$ cat config.mk
export PLATFORM = sky130hd
export DESIGN_NAME = rotary_encoder_click_decoder
export DESIGN_NICKNAME = d
export VERILOG_FILES = /design/src/rtl/core/rcd_pkg.sv /design/src/rtl/core/rcd_in_reg.sv /design/src/rtl/core/rcd_core.sv /design/src/rtl/core/rotary_encoder_click_decoder.sv
export SDC_FILE = /design/constraint.sdc
export NUM_CORES = 1
export LEC_CHECK = 0
export BUFFER_PORTS_ARGS = -buffer_cell sky130_fd_sc_hd__buf_4
export CAP_MARGIN = 10
export CORE_MARGIN = 2
export CORE_UTILIZATION = 44
export CTS_CLUSTER_SIZE = 20
export DETAILED_ROUTE_END_ITERATION = 6
export HOLD_SLACK_MARGIN = 0.05
export PLACE_DENSITY = 0.57
export SLEW_MARGIN = 10
export SYNTH_ARGS = -nofsm -noshare
export SYNTH_HDL_FRONTEND = slang
export SYNTH_HIERARCHICAL = 1
export SYNTH_SLANG_ARGS = --single-unit
$ cat constraint.sdc
create_clock -name clk -period 7.1 [get_ports clk]
set_clock_uncertainty 0.2 [all_clocks]
set_input_delay 0.71 -clock clk [delete_from_list [all_inputs] [get_ports clk]]
set_output_delay 0.71 -clock clk [all_outputs]
set_load 0.01 [all_outputs]
$ cat src/rtl/core/rcd_pkg.sv
`timescale 1ns / 1ps
// ----------------------------------------------------------------------------
// Rotary encoder decoder package
// Shared types, register codes, reset values and the pin-to-code mapping.
// ----------------------------------------------------------------------------
package rcd_pkg;

	localparam int CfgIndexWidth = 2;

	localparam logic [CfgIndexWidth-1:0] CFG_CHECK_INTERVAL = 2'd0;
	localparam logic [CfgIndexWidth-1:0] CFG_HOLD_LIMIT     = 2'd1;
	localparam logic [CfgIndexWidth-1:0] CFG_DCLICK_WINDOW  = 2'd2;

	localparam logic [15:0] CHECK_INTERVAL_RST = 16'd1500;
	localparam logic [15:0] HOLD_LIMIT_RST     = 16'd500;
	localparam logic [15:0] DCLICK_WINDOW_RST  = 16'd1000;

	localparam logic ACT_SAMPLE = 1'b0;
	localparam logic ACT_READ   = 1'b1;

	localparam logic [1:0] EV_NONE   = 2'd0;
	localparam logic [1:0] EV_CLICK  = 2'd1;
	localparam logic [1:0] EV_DCLICK = 2'd2;

	typedef struct packed {
		logic        action;
		logic [1:0]  enc_pins;
		logic        button_down;
		logic [31:0] now_ms;
	} item_t;

	typedef struct packed {
		logic [15:0] check_interval_ms;
		logic [15:0] hold_limit;
		logic [15:0] dclick_window;
	} cfg_t;

	function automatic logic [1:0] pins_to_code(input logic [1:0] pins);
		logic [1:0] code;
		case (pins)
			2'd1:    code = 2'd1;
			2'd2:    code = 2'd3;
			default: code = 2'd2;
		endcase
		return code;
	endfunction

endpackage

$ cat src/rtl/core/rcd_in_reg.sv
`timescale 1ns / 1ps
// ----------------------------------------------------------------------------
// Rotary encoder decoder input register
// Captures one input transfer and holds it until the core takes it.
// ----------------------------------------------------------------------------
module rcd_in_reg
	import rcd_pkg::*;
(
	input  logic        clk,
	input  logic        arst_n,
	input  logic        in_valid,
	output logic        in_stall,
	input  item_t       item,
	input  logic        advance,
	output logic        valid_s1,
	output item_t       item_s1
);

	logic load;

	assign in_stall = valid_s1 && !advance;
	assign load     = in_valid && !in_stall;

	always_ff @(posedge clk or negedge arst_n) begin
		if (!arst_n) begin
			valid_s1 <= 1'b0;
		end else if (load) begin
			valid_s1 <= 1'b1;
		end else if (advance) begin
			valid_s1 <= 1'b0;
		end
	end

	always_ff @(posedge clk) begin
		if (load) begin
			item_s1 <= item;
		end
	end

endmodule

$ cat src/rtl/core/rcd_core.sv
`timescale 1ns / 1ps
// ----------------------------------------------------------------------------
// Rotary encoder decoder core
// Step accumulator, button check state and the result register.
// ----------------------------------------------------------------------------
module rcd_core
	import rcd_pkg::*;
(
	input  logic               clk,
	input  logic               arst_n,
	input  cfg_t               cfg,
	input  logic               valid_s1,
	input  item_t              item_s1,
	output logic               advance,
	output logic               out_valid,
	input  logic               out_stall,
	output logic signed [15:0] step_total,
	output logic [1:0]         button_event
);

	logic [1:0]         prev_code_q;
	logic signed [15:0] step_accum_q;
	logic [15:0]        press_checks_q;
	logic signed [16:0] dclick_timer_q;
	logic [31:0]        last_check_ms_q;
	logic [1:0]         button_latch_q;
	logic               out_valid_q;
	logic signed [15:0] step_total_q;
	logic [1:0]         button_event_q;

	logic               fire;
	logic [1:0]         cur_code;
	logic [1:0]         diff;
	logic [31:0]        elapsed;
	logic               check;
	logic [1:0]         prev_code_d;
	logic signed [15:0] step_accum_d;
	logic signed [15:0] reported;
	logic [15:0]        press_checks_d;
	logic signed [16:0] timer_a;
	logic signed [16:0] timer_b;
	logic signed [16:0] timer_d;
	logic signed [16:0] window;
	logic [1:0]         latch_a;
	logic [1:0]         latch_d;

	assign advance = !(out_valid_q && out_stall);
	assign fire    = valid_s1 && advance;

	assign cur_code = pins_to_code(item_s1.enc_pins);
	assign diff     = prev_code_q - cur_code;
	assign elapsed  = item_s1.now_ms - last_check_ms_q;
	assign check    = elapsed >= {16'd0, cfg.check_interval_ms};
	assign window   = $signed({1'b0, cfg.dclick_window});
	assign timer_b  = timer_a - 17'sd2;

	always_comb begin
		prev_code_d  = prev_code_q;
		step_accum_d = step_accum_q;
		if (diff[0]) begin
			prev_code_d = cur_code;
			if (diff[1]) begin
				if (step_accum_q != 16'sh7FFF) begin
					step_accum_d = step_accum_q + 16'sd1;
				end
			end else begin
				if (step_accum_q != -16'sh8000) begin
					step_accum_d = step_accum_q - 16'sd1;
				end
			end
		end
	end

	always_comb begin
		press_checks_d = press_checks_q;
		timer_a        = dclick_timer_q;
		latch_a        = button_latch_q;
		if (item_s1.button_down) begin
			if (press_checks_q != 16'hFFFF) begin
				press_checks_d = press_checks_q + 16'd1;
			end
		end else begin
			if (press_checks_q != 16'd0) begin
				if (press_checks_q > cfg.hold_limit) begin
					timer_a = 17'sd0;
				end else if (dclick_timer_q > 17'sd1) begin
					if (dclick_timer_q < window) begin
						latch_a = EV_DCLICK;
						timer_a = 17'sd0;
					end
				end else begin
					timer_a = window;
				end
			end
			press_checks_d = 16'd0;
		end
		timer_d = timer_a;
		latch_d = latch_a;
		if (timer_a > 17'sd0) begin
			timer_d = timer_b;
			if (timer_b == 17'sd0) begin
				latch_d = EV_CLICK;
			end
		end
	end

	assign reported = (item_s1.action == ACT_READ) ? step_accum_q : step_accum_d;

	always_ff @(posedge clk or negedge arst_n) begin
		if (!arst_n) begin
			prev_code_q     <= 2'd0;
			step_accum_q    <= 16'sd0;
			press_checks_q  <= 16'd0;
			dclick_timer_q  <= 17'sd0;
			last_check_ms_q <= 32'd0;
			button_latch_q  <= EV_NONE;
		end else if (fire) begin
			if (item_s1.action == ACT_READ) begin
				step_accum_q <= 16'sd0;
			end else begin
				prev_code_q  <= prev_code_d;
				step_accum_q <= step_accum_d;
				if (check) begin
					last_check_ms_q <= item_s1.now_ms;
					press_checks_q  <= press_checks_d;
					dclick_timer_q  <= timer_d;
					button_latch_q  <= latch_d;
				end
			end
		end
	end

	always_ff @(posedge clk or negedge arst_n) begin
		if (!arst_n) begin
			out_valid_q <= 1'b0;
		end else if (fire) begin
			out_valid_q <= 1'b1;
		end else if (!out_stall) begin
			out_valid_q <= 1'b0;
		end
	end

	always_ff @(posedge clk) begin
		if (fire) begin
			step_total_q   <= reported;
			button_event_q <= (item_s1.action == ACT_SAMPLE && check) ? latch_d
				: button_latch_q;
		end
	end

	assign out_valid    = out_valid_q;
	assign step_total   = step_total_q;
	assign button_event = button_event_q;

	assert property (@(posedge clk) disable iff (!arst_n)
		button_latch_q != 2'd3)
		else $error("Button latch holds an undefined event code.");

	assert property (@(posedge clk) disable iff (!arst_n)
		dclick_timer_q >= -17'sd1)
		else $error("Double-click timer fell below minus one.");

	assert property (@(posedge clk) disable iff (!arst_n)
		(fire && item_s1.action == ACT_READ) |=> step_accum_q == 16'sd0)
		else $error("Step total not cleared after a read transfer.");

	assert property (@(posedge clk) disable iff (!arst_n)
		(button_latch_q != EV_NONE) |=> (button_latch_q != EV_NONE))
		else $error("Button event lost its sticky value.");

	assert property (@(posedge clk) disable iff (!arst_n)
		fire |=> out_valid_q && step_total_q == $past(reported))
		else $error("Result register did not take the processed item.");

endmodule

$ cat src/rtl/core/rotary_encoder_click_decoder.sv
`timescale 1ns / 1ps
// ----------------------------------------------------------------------------
// Rotary encoder click decoder
// Quadrature step counting with click and double-click detection.
// ----------------------------------------------------------------------------
// The block takes one item per clock and returns one result per item, each
// passing the input register and then the output register. An item is held
// in the input register and is processed in a single pass against the step
// and button state, which is updated at the same edge, so the following item
// already sees it. Input is stalled only while a result waits in the output
// register and the output side is stalled. Configuration writes are always
// ready and take effect at once.
module rotary_encoder_click_decoder
	import rcd_pkg::*;
(
	input  logic                     clk,
	input  logic                     arst_n,
	input  logic                     in_valid,
	output logic                     in_stall,
	input  logic                     action,
	input  logic [1:0]               enc_pins,
	input  logic                     button_down,
	input  logic [31:0]              now_ms,
	output logic                     out_valid,
	input  logic                     out_stall,
	output logic signed [15:0]       step_total,
	output logic [1:0]               button_event,
	input  logic                     cfg_valid,
	output logic                     cfg_ready,
	input  logic [CfgIndexWidth-1:0] cfg_index,
	input  logic [15:0]              cfg_data
);

	cfg_t  cfg_q;
	item_t item;
	item_t item_s1;
	logic  valid_s1;
	logic  advance;

	assign cfg_ready = 1'b1;

	always_ff @(posedge clk or negedge arst_n) begin
		if (!arst_n) begin
			cfg_q.check_interval_ms <= CHECK_INTERVAL_RST;
			cfg_q.hold_limit        <= HOLD_LIMIT_RST;
			cfg_q.dclick_window     <= DCLICK_WINDOW_RST;
		end else if (cfg_valid && cfg_ready) begin
			case (cfg_index)
				CFG_CHECK_INTERVAL: cfg_q.check_interval_ms <= cfg_data;
				CFG_HOLD_LIMIT:     cfg_q.hold_limit        <= cfg_data;
				CFG_DCLICK_WINDOW:  cfg_q.dclick_window     <= cfg_data;
				default: begin
				end
			endcase
		end
	end

	assign item.action      = action;
	assign item.enc_pins    = enc_pins;
	assign item.button_down = button_down;
	assign item.now_ms      = now_ms;

	rcd_in_reg u_in_reg (
		.clk      (clk),
		.arst_n   (arst_n),
		.in_valid (in_valid),
		.in_stall (in_stall),
		.item     (item),
		.advance  (advance),
		.valid_s1 (valid_s1),
		.item_s1  (item_s1)
	);

	rcd_core u_core (
		.clk          (clk),
		.arst_n       (arst_n),
		.cfg          (cfg_q),
		.valid_s1     (valid_s1),
		.item_s1      (item_s1),
		.advance      (advance),
		.out_valid    (out_valid),
		.out_stall    (out_stall),
		.step_total   (step_total),
		.button_event (button_event)
	);

endmodule

==> run metrics, run 1 <==
Mapped Nets=1,433; Total GRT Usage=20.2%; Syn Inst Count=1,285; Worst Setup SP=u_in_reg/item_s1[0]; DRC errors left=0; Worst R2R Start=u_in_reg/item_s1[0]; Tcrit/Tclk final=81.1%; FF-to-FF End=u_core/press_checks_q[5]; total power=4.71 mW; vias in the first global route=9,404; Worst path max stage delay=540 ps; worst hold margin=28.2 ps; largest net degree at the start of global routing=76; Inserted Clock Buffers=17; critical path class=reg -> reg; Tmin final=5760 ps; Via density=5.69; Finished Layout Cells=1,723; Synth-to-Final Area Change=11.4%; Initial Util=44.9%; I/O pin count=80; DR iter-0 viols=585; Routed WL per cell=17.2 um; sequential element share of the synthesized area=40.1%; Bufs and invs on worst path=3; Root Driver=clkbuf_16; Startpoint Class=register; ant diodes=0; dpl hpwl=21,500 um; cells along the critical path=inv_1 > ha_1 > inv_1 > fa_1 > a211oi_1 > o21a_1 > nor3_1 > nor2_1 > o21ai_0 > xor2_1 > ha_1 > a21o_1 > a222oi_1 > o2111ai_1 > nor4_1 > o2111ai_1 > or4_1 > nor4_4 > buf_4 > nor4_1 > a311o_1; CP required=7230 ps; DR vias=9,812; design area=0.0140 sq mm; Top delay family on crit path=compound AO/OA/AOI/OAI gates; TNS Setup=0 ps; synthesized cell area=0.0125 sq mm; met3 usage in global routing=2.68%; Async S/R FF share, synth=71.4%; Clock Latency Late Sink=450 ps; Post-CTS Hold Buffers=0; Setup Buffers After CTS=0; met1 GRT Util=28.3%; H-tree Lvls=4; Pleak=6.06 nW; ANT nets after route=0; DIE AREA=0.0298 sq mm; grt total ovfl=0; drt total wl=29,700 um; largest fanout on the critical path=36; Reg clk slew, reported paths=80 ps; IO buf count=78; slowest CP cell=or4_1; TritonCTS clock tree=done; RSZ-0062 raised after global routing=no; max-slew violation count=0; share of layout cells above drive strength 1=16.7%; # resized after CTS=0; Clock Path Buffers=2; Synth Register Bits=189; Worst EP arrival=5890 ps; Ys Warns=6; DR pass1 iterations=5; max-cap violations=0; first-pass GRT wire length=49,600 um; Rows=61; syn_area_per_cell=9.75 sq um; chip height=173 um; gpl congestion=0.907; f_max=174 MHz; EDFF count, synth=54; Worst R2R Path Depth=21; Final Hold Violating Endpoints=0; Placed Area=0.0134 sq mm; Worst setup EP type=register; Power Density=337 mW/mm^2; Horiz. Die Dim=173 um; Peak supply drop=168 uV; Nets=1,480; relative slew slack=34.4%; outcome=finished, final reports clean; GR peak layer=met2; min-delay worst type=in -> async; Most used DFF post-synth=dfrtp_1; CORE AREA=0.0279 sq mm; Placed Instances=1,691; FF-to-FF setup slack=1340 ps; Netlist cell types=91; met2 usage=33.3%; final setup fails=0; clock sink total=189; Worst Max-Slew Pin Slew=984 ps; initial antenna violation count=0
[cell type report]
| cell class | instances | area, sq um |
|---|---|---|
| well taps | 378 | 473 |
| clock buffers | 19 | 443 |
| fillers | 2644 | 14000 |
| clock inverters | 13 | 149 |
| multi-input cells | 935 | 6840 |
| repair buffers | 86 | 649 |
| inverters | 103 | 387 |
| flip-flops and latches | 189 | 5020 |
[worst register-to-register path: stages (launching register included)]
cell and delay [ps]:
edfxtp_1 360, inv_1 80, ha_1 200, inv_1 60, fa_1 410, a211oi_1 290
o21a_1 200, nor3_1 90, nor2_1 180, o21ai_0 200, xor2_1 200, ha_1 320
a21o_1 190, a222oi_1 270, o2111ai_1 160, nor4_1 290, o2111ai_1 180, or4_1 540
nor4_4 340, buf_4 430, nor4_1 130, a311o_1 340
[layout by cell type (no fill, tap or decap), types with 6 or more instances in the layout]
| cell | instances |
|---|---|
| a21oi_1 | 53 |
| o31a_1 | 7 |
| dfrtp_1 | 116 |
| nor3_1 | 33 |
| nor2_1 | 81 |
| or3_1 | 13 |
| nand2_1 | 78 |
| or4_1 | 10 |
| xnor2_1 | 31 |
| nand2b_1 | 16 |
| o2111ai_1 | 6 |
| and2_1 | 6 |
| buf_4 | 85 |
| o21ai_0 | 77 |
| dfstp_2 | 19 |
| or2_2 | 8 |
| a211oi_1 | 8 |
| ha_1 | 88 |
| nor4_1 | 14 |
| mux2_1 | 20 |
| a22oi_1 | 12 |
| nand3_1 | 40 |
| and3_1 | 15 |
| mux2_2 | 60 |
| nor2b_1 | 11 |
| o211ai_1 | 9 |
| o21ai_1 | 16 |
| xor2_1 | 23 |
| o31ai_1 | 16 |
| a41oi_1 | 6 |
| a21o_1 | 31 |
| a31oi_1 | 8 |
| o21a_1 | 7 |
| inv_1 | 103 |
| clkbuf_16 | 17 |
| mux2i_1 | 16 |
| nand4_1 | 15 |
| edfxtp_1 | 54 |
[cells in the mapped netlist, types with 23 or more instances]
library cell	count	share of area [%]
a21o_1	31	1.9
a21oi_1	53	2.1
clkbuf_1	41	1.2
dfrtp_1	116	23
edfxtp_1	54	13
ha_1	88	8.8
inv_1	103	3.1
mux2_2	60	5.4
nand2_1	78	2.3
nand3_1	40	1.6
nor2_1	81	2.4
nor3_1	33	1.3
o21ai_0	77	3.1
xnor2_1	31	2.2
xor2_1	23	1.6
[through the flow]
stage / util (%) / setup slack, ps
3_3_place_gp: 47.9 / 1550
5_1_grt: 50.0 / 870
6_report: 50.0 / 1340
3_5_place_dp: 47.9 / 1340
4_1_cts: 50.0 / 1290
2_1_floorplan: - / 2170
[state kept, by name (all words and copies together), names as in the netlist]
signal	flops
u_core/button_event	2
u_core/prev_code_q	2
u_core/dclick_timer_q	17
u_core/last_check_ms_q	32
u_core/button_latch_q	2
u_core/out_valid	1
u_core/step_total	16
u_in_reg/valid_s1	1
cfg_q	48
u_core/press_checks_q	16
u_in_reg/item_s1	36
u_core/step_accum_q	16
[routing by layer]
metal / routed length, um / vias to the layer above / part of all wire, %
met1: 14200 / 4750 / 48
met5: 0 / - / 0
met4: 336 / 0 / 1.1
met2: 14000 / 226 / 47
li1: - / 4813 / -
met3: 1210 / 23 / 4.1
[where the power goes]
part / total [mW] / internal (mW) / switching, mW
combinational: 2.07 / 0.915 / 1.15
clock: 0.961 / 0.482 / 0.479
sequential: 1.68 / 1.39 / 0.290
total: 4.71 / 2.79 / 1.92
[how the worst max path moves through the flow]
stage                               end  slack [ps]  depth (start not counted)
6_report       u_core/press_checks_q[5]        1340                         21
5_1_grt        u_core/press_checks_q[4]         870                         21
4_1_cts        u_core/press_checks_q[5]        1290                         21
3_5_place_dp   u_core/press_checks_q[5]        1340                         21
3_3_place_gp   u_core/press_checks_q[5]        1550                         21
2_1_floorplan    u_core/button_event[1]        2170                         22
[cell families (layout without fill, tap and decap cells)]
logic type / count (synthesis) / count (layout) / share of synthesized area (%)
DFF: 189 / 189 / 40.1
buffers and inverters: 161 / 221 / 5.38
xor gates and xnor gates: 54 / 54 / 3.77
muxes: 96 / 96 / 8.47
adders and majority gates: 89 / 89 / 8.95
and+or+nand+nor: 368 / 368 / 15.4
AOI/OAI and AO/OA: 327 / 327 / 17.9
other: 1 / 1 / 0.0299
No activity file was read; power rests on OpenSTA's default activity.
==> run 2: changes to the inputs <==
--- a/config.mk
+++ b/config.mk
@@ -5,6 +5,7 @@
 export SDC_FILE = /design/constraint.sdc
 export NUM_CORES = 1
 export LEC_CHECK = 0
+export ABC_AREA = 1
 export BUFFER_PORTS_ARGS = -buffer_cell sky130_fd_sc_hd__buf_4
 export CAP_MARGIN = 10
 export CORE_MARGIN = 2
@@ -12,7 +13,7 @@
 export CTS_CLUSTER_SIZE = 20
 export DETAILED_ROUTE_END_ITERATION = 6
 export HOLD_SLACK_MARGIN = 0.05
-export PLACE_DENSITY = 0.57
+export PLACE_DENSITY = 0.59
 export SLEW_MARGIN = 10
 export SYNTH_ARGS = -nofsm -noshare
 export SYNTH_HDL_FRONTEND = slang
==> constraint.sdc (replaced) <==
create_clock -name clk -period 5.05 [get_ports clk]
set_clock_uncertainty 0.2 [all_clocks]
set_input_delay 0.505 -clock clk [delete_from_list [all_inputs] [get_ports clk]]
set_output_delay 0.505 -clock clk [all_outputs]
set_load 0.01 [all_outputs]
==> run metrics, run 2 <==
Synth-to-Final Area Change=13.7%; FF/Latch Area=0.00502 sq mm; largest net degree at the start of global routing=94; dpl hpwl=24,400 um; Peak supply drop=277 uV; Via density=5.18; Worst path max stage delay=370 ps; Final Hold Violating Endpoints=0; top cell type's share of synthesized area=22.2%; EDFF count, synth=54; chip height=176 um; slowest CP cell=dfrtp_1; Synth Register Bits=189; I/O pin count=80; TritonCTS clock tree=done; Worst Setup SP=cfg_q[1]; Logic pwr share=48.4%; Worst R2R Path Depth=29; most used cell, CP=nor2_1; Root Driver=clkbuf_16; Clock Latency Late Sink=460 ps; Worst R2R Start=cfg_q[1]; f_max=225 MHz; Most used DFF post-synth=dfrtp_1; gpl congestion=0.882; Clock Path Buffers=2; Pleak=7.08 nW; min-delay worst type=in -> reg; top area cells in the synthesized netlist=dfrtp_1 (22%), nand2_1 (14%), edfxtp_1 (12%); Tmin final=4440 ps; CP required=5070 ps; CORE AREA=0.0294 sq mm; Worst setup EP type=register; most frequent cells in the layout=nand2_1 (482), inv_1 (211), nor2_1 (141); grt total ovfl=0; Switching Share=44.8%; DR pass1 iterations=5; Fillers=2,947; most common cell in the synthesized netlist=nand2_1; net switching power=3.12 mW; Async S/R FF share, synth=71.4%; Total GRT Usage=22.0%; Finished Layout Cells=2,223; Initial Util=44.4%; drt total wl=33,000 um; ANT nets after route=0; total power=6.95 mW; Worst EP arrival=4460 ps; FF-to-FF setup slack=610 ps; Clk network pwr share=20.0%; leading area contributor after synthesis=dfrtp_1; sequential power share=31.6%; Pint=3.84 mW; Inserted Clock Buffers=17; Power Density=468 mW/mm^2; Placed Instances=2,152; sequential element share of the synthesized area=38.5%; synthesized cell area=0.0131 sq mm; crit path to=u_core/button_event[1]; max FFs per register=48; Post-synth top cells=nand2_1 (482), inv_1 (211), nor2_1 (141), dfrtp_1 (116), nand3_1 (113); Rows=63; Ys Warns=6; DIE AREA=0.0311 sq mm; critical path class=reg -> reg; Startpoint Class=register; share of layout cells above drive strength 1=12.3%; Horiz. Die Dim=176 um; DR vias=11,500; Syn Inst Count=1,728; clock sink total=189; outcome=finished, final reports clean; Worst Max-Slew Pin Slew=928 ps; initial antenna violation count=0; IO buf count=78; Netlist cell types=55; DRC errors left=0; RSZ-0062 raised after global routing=no; DR iter-0 viols=887; final setup fails=0; first-pass GRT wire length=55,100 um; max-slew violation count=0; commonest non-fill, non-tap cell in the layout=nand2_1; Tcrit/Tclk final=87.9%; Reg clk slew, reported paths=80 ps; syn_area_per_cell=7.55 sq um; Top Registers=cfg_q: 48 flops, u_in_reg/item_s1: 36 flops, u_core/last_check_ms_q: 32 flops; Nets=1,968; H-tree Lvls=4; vias in the first global route=11,100; Mapped Nets=1,876; FF-to-FF End=u_core/button_event[1]; max-cap violations=0; largest fanout on the critical path=5; ant diodes=0; multi-input logic area=0.00686 sq mm; Routed WL per cell=14.9 um; Top reg by flops=cfg_q; relative slew slack=38.1%; TNS Setup=0 ps
## run 2: cell types whose count changed in the layout (fill, tap and decap cells not counted), moves of 33 or more
cell / before / now
inv_1: 103 / 211
dlygate4sd3_1: 0 / 37
o21ai_0: 77 / 110
mux2_2: 60 / 0
nand3_1: 40 / 113
nand2_1: 78 / 482
nor2_1: 81 / 141
## run 2: cell families after synthesis
| logic type | count (synthesis) | share of synthesized area (%) |
|---|---|---|
| compound gates | 262 | 11.7 |
| xor+xnor | 39 | 2.62 |
| flops | 189 | 38.5 |
| other cells | 1 | 0.0287 |
| simple gates | 872 | 29.5 |
| fa+ha+maj | 89 | 8.59 |
| buf+inv | 276 | 9.12 |
## run 2: layer usage
metal  wire length [um]  global-route usage (%)
met2              15300                    35.9
met4                438                    5.75
met1              16100                    30.8
met3               1230                    3.17
met5                  0                       0
## run 2: worst min-delay path by stage
stage,to,depth (start not counted),start
after floorplan,cfg_q[0],0,arst_n
after global placement,cfg_q[24],2,cfg_q[24]
after detailed placement,cfg_q[38],2,cfg_q[38]
after CTS,u_in_reg/valid_s1,3,in_valid
after global routing,u_in_reg/valid_s1,3,in_valid
final,u_in_reg/valid_s1,3,in_valid
## run 2: final cells by class
| class | count | share of cell area [%] |
|---|---|---|
| Clock buffer | 17 | 2.87 |
| Clock inverter | 15 | 1.15 |
| Timing Repair Buffer | 124 | 6.92 |
| Tap cell | 390 | 3.29 |
| Inverter | 225 | 5.77 |
| Multi-Input combinational cell | 1263 | 46.2 |
| Sequential cell | 189 | 33.8 |
## run 2: through the flow
step	hold WS, ps	utilization (%)	area [sq um]	setup WS [ps]
6_report	94.5	50.5	14800	609
5_1_grt	94.7	50.5	14800	114
4_1_cts	65.9	50.4	14800	357
3_5_place_dp	255	47.1	13900	387
3_3_place_gp	252	47.1	13900	424
2_1_floorplan	9.41	-	13100	835
## run 2: critical path: cells and delay by family (launching register included)
kind | cells | cell delay [ps]
and+or+nand+nor | 17 | 1460
AOI/OAI and AO/OA | 7 | 1080
adders and majority gates | 3 | 940
DFF | 1 | 370
buffers and inverters | 2 | 130
## run 2: power by group through the flow
stage / clock [mW] / sequential [mW] / combinational (mW)
after global placement: 0 / 2.22 / 3.25
after floorplan: 0 / 2.16 / 2.51
after global routing: 1.48 / 2.24 / 3.86
after detailed placement: 0 / 2.22 / 3.29
final: 1.39 / 2.20 / 3.37
after CTS: 1.43 / 2.20 / 3.33
## run 2: repair_timing
action / CTS / global route
buffers inserted: 0 / 2
setup endpoints to repair: 0 / 4
hold buffers: 37 / 0
endpoints found under the hold margin: 116 / 0
gates resized for setup: 0 / 3
